## src/rtl/strh_pkg.sv

```systemverilog
package strh_pkg;

  localparam logic [31:0] HASH_SEED  = 32'd2166136261;
  localparam logic [31:0] HASH_PRIME = 32'd16777619;
  localparam logic [31:0] FMIX_C1    = 32'h85EBCA6B;
  localparam logic [31:0] FMIX_C2    = 32'hC2B2AE35;

  localparam logic [7:0]  UTF8_CONT_MASK = 8'hC0;
  localparam logic [7:0]  UTF8_CONT_TAG  = 8'h80;
  localparam logic [15:0] HI_SURR_LO     = 16'hD800;
  localparam logic [15:0] HI_SURR_HI     = 16'hDBFF;
  localparam logic [15:0] LO_SURR_LO     = 16'hDC00;
  localparam logic [15:0] LO_SURR_HI     = 16'hDFFF;

  typedef enum logic [1:0] {
    MODE_UTF8  = 2'd0,
    MODE_UTF16 = 2'd1,
    MODE_UTF32 = 2'd2,
    MODE_RAW   = 2'd3
  } char_mode_t;

  typedef enum logic [2:0] {
    ST_IDLE,
    ST_ABSORB,
    ST_FMIX1,
    ST_FMIX2,
    ST_DONE
  } strh_state_t;

  typedef struct packed {
    logic [31:0] unit;
    logic        finish;
  } in_t;

  typedef struct packed {
    logic [31:0] hash_value;
    logic [31:0] byte_length;
    logic [31:0] char_length;
  } out_t;

  // operand pair for the shared multiplier
  typedef struct packed {
    logic [31:0] a;
    logic [31:0] b;
  } mul_req_t;

endpackage

```

## src/rtl/strh_mul.sv

```systemverilog
module strh_mul
  import strh_pkg::*;
(
  input  logic        clk,
  input  mul_req_t    req,
  output logic [31:0] prod_r
);

  logic [31:0] prod_nxt;

  // low word of the product only, mod 2^32
  assign prod_nxt = req.a * req.b;

  always_ff @(posedge clk) begin
    prod_r <= prod_nxt;
  end

endmodule

```

## src/rtl/string_hash_fnv_fmix.sv

```systemverilog
// string hash engine: fnv-style multiply-add per code unit, fmix32 finalizer
//
// input channel (in_valid / in_stall / in_data): one code unit per transaction.
//   in_data.finish ends the string; in utf-8/16/32 modes a zero unit does too.
// result channel (out_valid / out_stall / out_data): one transaction per
//   string, carrying the finalized hash, the byte length and the char length.
// config: cfg_we writes cfg_wdata into the 2-bit character mode; write it
//   only while no string is in flight.
// timing: one 32x32 multiplier (low word) is shared by the absorb step and
//   both fmix multiplies, under a five-state sequencer.
//   - a hashed unit: the accept cycle starts hash*prime, the
//     next cycle adds the unit. a low surrogate after a high one is not hashed.
//   - a string end passes idle, fmix1, fmix2 and done: xor-shift and multiply
//     by c1, xor-shift and multiply by c2, final xor-shift, then the load of
//     the output register, which raises out_valid.
// in_stall is high whenever the sequencer is busy.
// reset (rst_n low, synchronous): mode back to utf-8, hash back to the seed,
//   counters and surrogate flag cleared, output register empty.
// receiver stall: the result sits in the output register; a following string
//   still hashes, and its end waits in the done state until the slot frees.
module string_hash_fnv_fmix
  import strh_pkg::*;
(
  input  logic        clk,
  input  logic        rst_n,
  input  logic        in_valid,
  output logic        in_stall,
  input  in_t         in_data,
  output logic        out_valid,
  input  logic        out_stall,
  output out_t        out_data,
  input  logic        cfg_we,
  input  logic [1:0]  cfg_wdata
);

  strh_state_t state_r, state_nxt;
  char_mode_t  mode_r;

  logic [31:0] hash_r, hash_nxt;       // running hash, scratch during fmix
  logic [31:0] byte_cnt_r, byte_cnt_nxt;
  logic [31:0] char_cnt_r, char_cnt_nxt;
  logic        after_hi_r, after_hi_nxt;
  logic [31:0] u_r, u_nxt;             // unit waiting for the add step
  logic [31:0] byte_len_r, byte_len_nxt;
  logic [31:0] char_len_r, char_len_nxt;
  logic        out_valid_r, out_valid_nxt;
  out_t        out_data_r, out_data_nxt;

  mul_req_t    mul_req;
  logic [31:0] prod_r;

  logic        in_acc;
  logic        out_free;

  // decode of the incoming unit
  logic [31:0] dec_u;
  logic [31:0] dec_width;
  logic [31:0] dec_byte_inc;
  logic        dec_term;
  logic        dec_absorb;
  logic        dec_char;
  logic        dec_set_hi;

  strh_mul u_mul (
    .clk    (clk),
    .req    (mul_req),
    .prod_r (prod_r)
  );

  assign in_acc   = in_valid && !in_stall;
  assign out_free = !out_valid_r || !out_stall;

  always_comb begin
    logic is_lo_surr;
    dec_u        = in_data.unit;
    dec_width    = 32'd0;
    dec_byte_inc = 32'd1;
    dec_char     = 1'b0;
    dec_set_hi   = 1'b0;
    is_lo_surr   = 1'b0;
    case (mode_r)
      MODE_UTF8: begin
        dec_u     = {24'd0, in_data.unit[7:0]};
        dec_width = 32'd1;
        dec_char  = (in_data.unit[7:0] & UTF8_CONT_MASK) != UTF8_CONT_TAG;
      end
      MODE_UTF16: begin
        dec_u        = {16'd0, in_data.unit[15:0]};
        dec_width    = 32'd2;
        dec_byte_inc = 32'd2;
        is_lo_surr   = after_hi_r &&
                       (in_data.unit[15:0] inside {[LO_SURR_LO:LO_SURR_HI]});
        dec_char     = !is_lo_surr;
        dec_set_hi   = !is_lo_surr &&
                       (in_data.unit[15:0] inside {[HI_SURR_LO:HI_SURR_HI]});
      end
      MODE_UTF32: begin
        dec_width    = 32'd4;
        dec_byte_inc = 32'd4;
        dec_char     = 1'b1;
      end
      MODE_RAW: begin
        dec_u = {24'd0, in_data.unit[7:0]};
      end
      default: begin
        dec_u = in_data.unit;
      end
    endcase
    dec_term   = in_data.finish || (mode_r != MODE_RAW && dec_u == 32'd0);
    dec_absorb = !dec_term && !is_lo_surr;
  end

  // next state
  always_comb begin
    state_nxt = state_r;
    case (state_r)
      ST_IDLE: begin
        if (in_acc && dec_term) begin
          state_nxt = ST_FMIX1;
        end else if (in_acc && dec_absorb) begin
          state_nxt = ST_ABSORB;
        end
      end
      ST_ABSORB: state_nxt = ST_IDLE;
      ST_FMIX1:  state_nxt = ST_FMIX2;
      ST_FMIX2:  state_nxt = ST_DONE;
      ST_DONE: begin
        if (out_free) begin
          state_nxt = ST_IDLE;
        end
      end
      default:   state_nxt = ST_IDLE;
    endcase
  end

  // sequencer outputs: handshake and multiplier operands
  always_comb begin
    logic [31:0] mix13;
    mix13   = prod_r ^ (prod_r >> 13);
    in_stall = 1'b1;
    mul_req  = '{a: hash_r, b: HASH_PRIME};
    case (state_r)
      ST_IDLE: begin
        in_stall = 1'b0;
        if (dec_term) begin
          mul_req = '{a: hash_r ^ (hash_r >> 16), b: FMIX_C1};
        end
      end
      ST_FMIX1: mul_req = '{a: mix13, b: FMIX_C2};
      default:  mul_req = '{a: hash_r, b: HASH_PRIME};
    endcase
  end

  // datapath
  always_comb begin
    hash_nxt      = hash_r;
    byte_cnt_nxt  = byte_cnt_r;
    char_cnt_nxt  = char_cnt_r;
    after_hi_nxt  = after_hi_r;
    u_nxt         = u_r;
    byte_len_nxt  = byte_len_r;
    char_len_nxt  = char_len_r;
    out_valid_nxt = out_valid_r && out_stall;
    out_data_nxt  = out_data_r;

    case (state_r)
      ST_IDLE: begin
        if (in_acc) begin
          if (dec_term) begin
            // lengths are captured now, the counters restart for the next string
            byte_len_nxt = byte_cnt_r + dec_width;
            char_len_nxt = (mode_r == MODE_RAW) ? 32'd0 : char_cnt_r;
            byte_cnt_nxt = 32'd0;
            char_cnt_nxt = 32'd0;
            after_hi_nxt = 1'b0;
          end else begin
            u_nxt        = dec_u;
            byte_cnt_nxt = byte_cnt_r + dec_byte_inc;
            char_cnt_nxt = char_cnt_r + {31'd0, dec_char};
            after_hi_nxt = dec_set_hi;
          end
        end
      end
      ST_ABSORB: hash_nxt = prod_r + u_r;
      ST_FMIX2:  hash_nxt = prod_r ^ (prod_r >> 16);
      ST_DONE: begin
        if (out_free) begin
          out_valid_nxt = 1'b1;
          out_data_nxt  = '{hash_value: hash_r, byte_length: byte_len_r,
                            char_length: char_len_r};
          hash_nxt      = HASH_SEED;
        end
      end
      default: begin
        hash_nxt = hash_r;
      end
    endcase
  end

  always_ff @(posedge clk) begin
    if (!rst_n) begin
      state_r     <= ST_IDLE;
      mode_r      <= MODE_UTF8;
      hash_r      <= HASH_SEED;
      byte_cnt_r  <= 32'd0;
      char_cnt_r  <= 32'd0;
      after_hi_r  <= 1'b0;
      out_valid_r <= 1'b0;
    end else begin
      state_r     <= state_nxt;
      hash_r      <= hash_nxt;
      byte_cnt_r  <= byte_cnt_nxt;
      char_cnt_r  <= char_cnt_nxt;
      after_hi_r  <= after_hi_nxt;
      out_valid_r <= out_valid_nxt;
      if (cfg_we) begin
        mode_r <= char_mode_t'(cfg_wdata);
      end
    end
  end

  always_ff @(posedge clk) begin
    u_r        <= u_nxt;
    byte_len_r <= byte_len_nxt;
    char_len_r <= char_len_nxt;
    out_data_r <= out_data_nxt;
  end

  assign out_valid = out_valid_r;
  assign out_data  = out_data_r;

  // a string end always walks into the finalizer
  assert property (@(posedge clk) disable iff (!rst_n)
    (in_acc && dec_term) |=> state_r == ST_FMIX1)
    else $error("string end did not start fmix");

  // counters are already restarted while the result waits
  assert property (@(posedge clk) disable iff (!rst_n)
    state_r == ST_DONE |-> (byte_cnt_r == 32'd0 && char_cnt_r == 32'd0 && !after_hi_r))
    else $error("counters not cleared at string end");

  // leaving done restores the seed
  assert property (@(posedge clk) disable iff (!rst_n)
    (state_r == ST_DONE && state_nxt == ST_IDLE) |=> hash_r == HASH_SEED)
    else $error("hash seed not restored");

  // a new result only comes from the done state
  assert property (@(posedge clk) disable iff (!rst_n)
    $rose(out_valid_r) |-> $past(state_r) == ST_DONE)
    else $error("result loaded outside done state");

endmodule
```

## config.mk

```make
export PLATFORM = sky130hd
export DESIGN_NAME = string_hash_fnv_fmix
export DESIGN_NICKNAME = d
export VERILOG_FILES = /design/src/rtl/strh_pkg.sv /design/src/rtl/strh_mul.sv /design/src/rtl/string_hash_fnv_fmix.sv
export SDC_FILE = /design/constraint.sdc
export NUM_CORES = 2
export LEC_CHECK = 0
export CORE_MARGIN = 8
export CORE_UTILIZATION = 40
export CTS_BUF_LIST = sky130_fd_sc_hd__clkbuf_2
export CTS_CLUSTER_DIAMETER = 50
export CTS_CLUSTER_SIZE = 12
export DETAILED_ROUTE_END_ITERATION = 8
export DONT_BUFFER_PORTS = 1
export HOLD_SLACK_MARGIN = 0.1
export PLACE_DENSITY = 0.6
export SLEW_MARGIN = 10
export SYNTH_ARGS = -nofsm -noshare
export SYNTH_HDL_FRONTEND = slang
export SYNTH_HIERARCHICAL = 1
export SYNTH_SLANG_ARGS = --single-unit
```

## constraint.sdc

```tcl
create_clock -name clk -period 16.55 [get_ports clk]
set_clock_uncertainty 0.15 [all_clocks]
set_input_delay 3.31 -clock clk [delete_from_list [all_inputs] [get_ports clk]]
set_output_delay 3.31 -clock clk [all_outputs]
set_load 0.02 [all_outputs]
```

==> impl_metrics.ini <==
[run_status]
outcome = finished, final reports clean

[timing]
rsz0062_at_grt = false
max-slew-margin-rel_pct = 32.6
fmax_mhz = 83.2
final_max_slew_viol_count = 0
period_minus_slack_ns = 12.02
period_share_pct = 72.6
setup_ws_ns = 4.53
worstMarginPinSlew_ns = 1.00
hold_viol = 0
setup_viol = 0
tns_ns = 0

[clocking]
clk_pin_slew_ns = 0.22
clockRootBuffer = clkbuf_2
numCtsBuffers = 38
cts.htree.levels = 2
insertion_delay_ns = 1.04
tritoncts = done
cts_sinks = 327
cts_setup_buffers = 0
cts_resized = 0
ctsHoldBuffers = 0
clock_path_buffers = 3

[setup_path]
required_ns = 17.31
r2r_slack_ns = 5.91
cp.arrival_ns = 12.78
setup.worst_path.end_class = flop
path_class = input port to flop
cp_slowest_cell = or4_1
critPathLaunchType = input port
max_stage_delay_ns = 0.60
crit_fanout = 25
path_common_cell = fa_1

[finish]
layout-drive-gt1-share_pct = 4.86
area_growth_pct = 5.52
nets = 3693
stdcell_count = 4143
fillers = 7563

[global_route]
grt_most_used_layer = met2
use_met1_pct = 27.1
grt_use_met2_pct = 30.2
grt_pass1_wl_mm = 128
grt_max_degree = 74
grt_usage_pct = 19.0
grt.overflow.total = 0
grt_pass1_vias = 21367
antenna_found_initial = 5
grtUsageMet3_pct = 2.84

[detailed_routing]
post-route-drc-count = 0
drt_wl_total_mm = 81.1
wl_per_cell_um = 19.6
final_antenna_net_count = 0
vias_per_cell = 5.07
drt_iter0_markers = 1381
firstDrtPassIters = 7
vias = 21013

[synthesis]
synth.distinct_cells = 81
synth_most_common_cell = inv_1
synthFlopType = edfxtp_1
synth_area_leader_cell = fa_1
netlist.area_leader.share_pct = 26.8
synthTopCellsByCount = 435 x inv_1, 411 x fa_1, 388 x and2_1
synth.area.top_cells = fa_1 27%, edfxtp_1 19%, dfxtp_1 8.8%
synth_edf_count = 192
yosysWarnings = 6
async_reset_ff_share_pct = 0
synth_seq_cells = 327
avgSynthCellArea_um2 = 9.87
yosysSeqAreaShare_pct = 27.5
postSynthCellCount = 3114
syn_area_mm2 = 0.0307

[die]
fp-row-count = 101
die_w_um = 293
dieArea_mm2 = 0.0860
io_pins = 138
start_util_pct = 40.4
core-area_mm2 = 0.0761
die_h_um = 293

[place]
dp_hpwl_mm = 61.2
dp_cells = 4065
portBuffers = 0
dp_slack_ns = 3.60
place.gp.congestion = 0.906

[flow_run]
cap_viol_max_count = 0

[worst_hold_path]
min_path_type = flop to flop
==> kinds of logic (layout without fill, tap and decap cells) <==
logic type	after synthesis	after routing	share of synthesized area (%)
XOR/XNOR	226	226	6.44
multiplexers	7	7	0.232
flip-flops	327	327	27.5
AND/OR/NAND/NOR	1081	1081	18.2
buffers and inverters	576	545	7.11
other	2	32	0.0244
AO/OA/AOI/OAI	317	317	6.91
adder cells (fa/ha/maj)	578	578	33.6
==> placed cells by master (no fill, tap or decap), drive strengths merged, types with 46 or more instances in the layout <==
| cell | count |
|---|---|
| fa | 411 |
| nand3 | 49 |
| xor2 | 100 |
| and2 | 388 |
| clkbuf | 54 |
| nor2b | 51 |
| edfxtp | 192 |
| nor2 | 168 |
| xnor2 | 126 |
| inv | 441 |
| o21ai | 46 |
| nand2 | 299 |
| ha | 167 |
| a21oi | 89 |
| dfxtp | 135 |
==> stage by stage <==
stage	instance area (µm²)	hold WS, ns	utilization, %
2_1_floorplan	30800	0.250	-
3_3_place_gp	31900	0.251	42.0
3_5_place_dp	31900	0.255	42.0
4_1_cts	32400	0.280	42.6
5_1_grt	32400	0.268	42.6
6_report	32400	0.271	42.6
==> metal layers <==
layer  part of all wire [%]  routed length (µm)
met2                     46               37000
met4                    2.7                2200
met5                      0                   0
met1                     46               37300
met3                    5.7                4620
==> flip-flops by register name, summed over array words and instances, names as in the netlist <==
register and count:
byte_cnt_r 32, byte_len_r 32, mode_r 2, state_r 3, hash_r 32, char_len_r 32, out_valid 1, after_hi_r 1
out_data 96, u_mul/prod_r 32, char_cnt_r 32, u_r 32
==> worst max-delay path, delay by kind of cell <==
kind / cells / cell delay [ns]
buffers and inverters: 7 / 0.55
AOI/OAI and AO/OA: 8 / 2.07
adders and majority gates: 9 / 4.44
xor gates and xnor gates: 1 / 0.14
and+or+nand+nor: 8 / 2.24
==> final cells by class <==
type                       instances  area, µm²  share of cell area (%)
antenna                            8       20.0                  0.0617
clock buffer                      54        270                   0.833
clock inverter                    16        206                   0.636
inverter                         437       1640                    5.06
multi-input combinational       2233      20300                    62.4
sequential                       327       8470                    26.1
tap                             1030       1290                    3.97
timing repair buffer              38        298                   0.918
==> final timing paths <==
kind	start	to	depth (start not counted)
max	in_data[3]	u_mul/prod_r[29]	33
min	byte_len_r[26]	out_data[58]	0
max reg2reg	mode_r[0]	u_mul/prod_r[29]	35
min reg2reg	byte_len_r[26]	out_data[58]	0
Power is left out: the tool's default activity adds up to more than one toggle a clock period on the data nets, which glitch-free logic cannot reach.
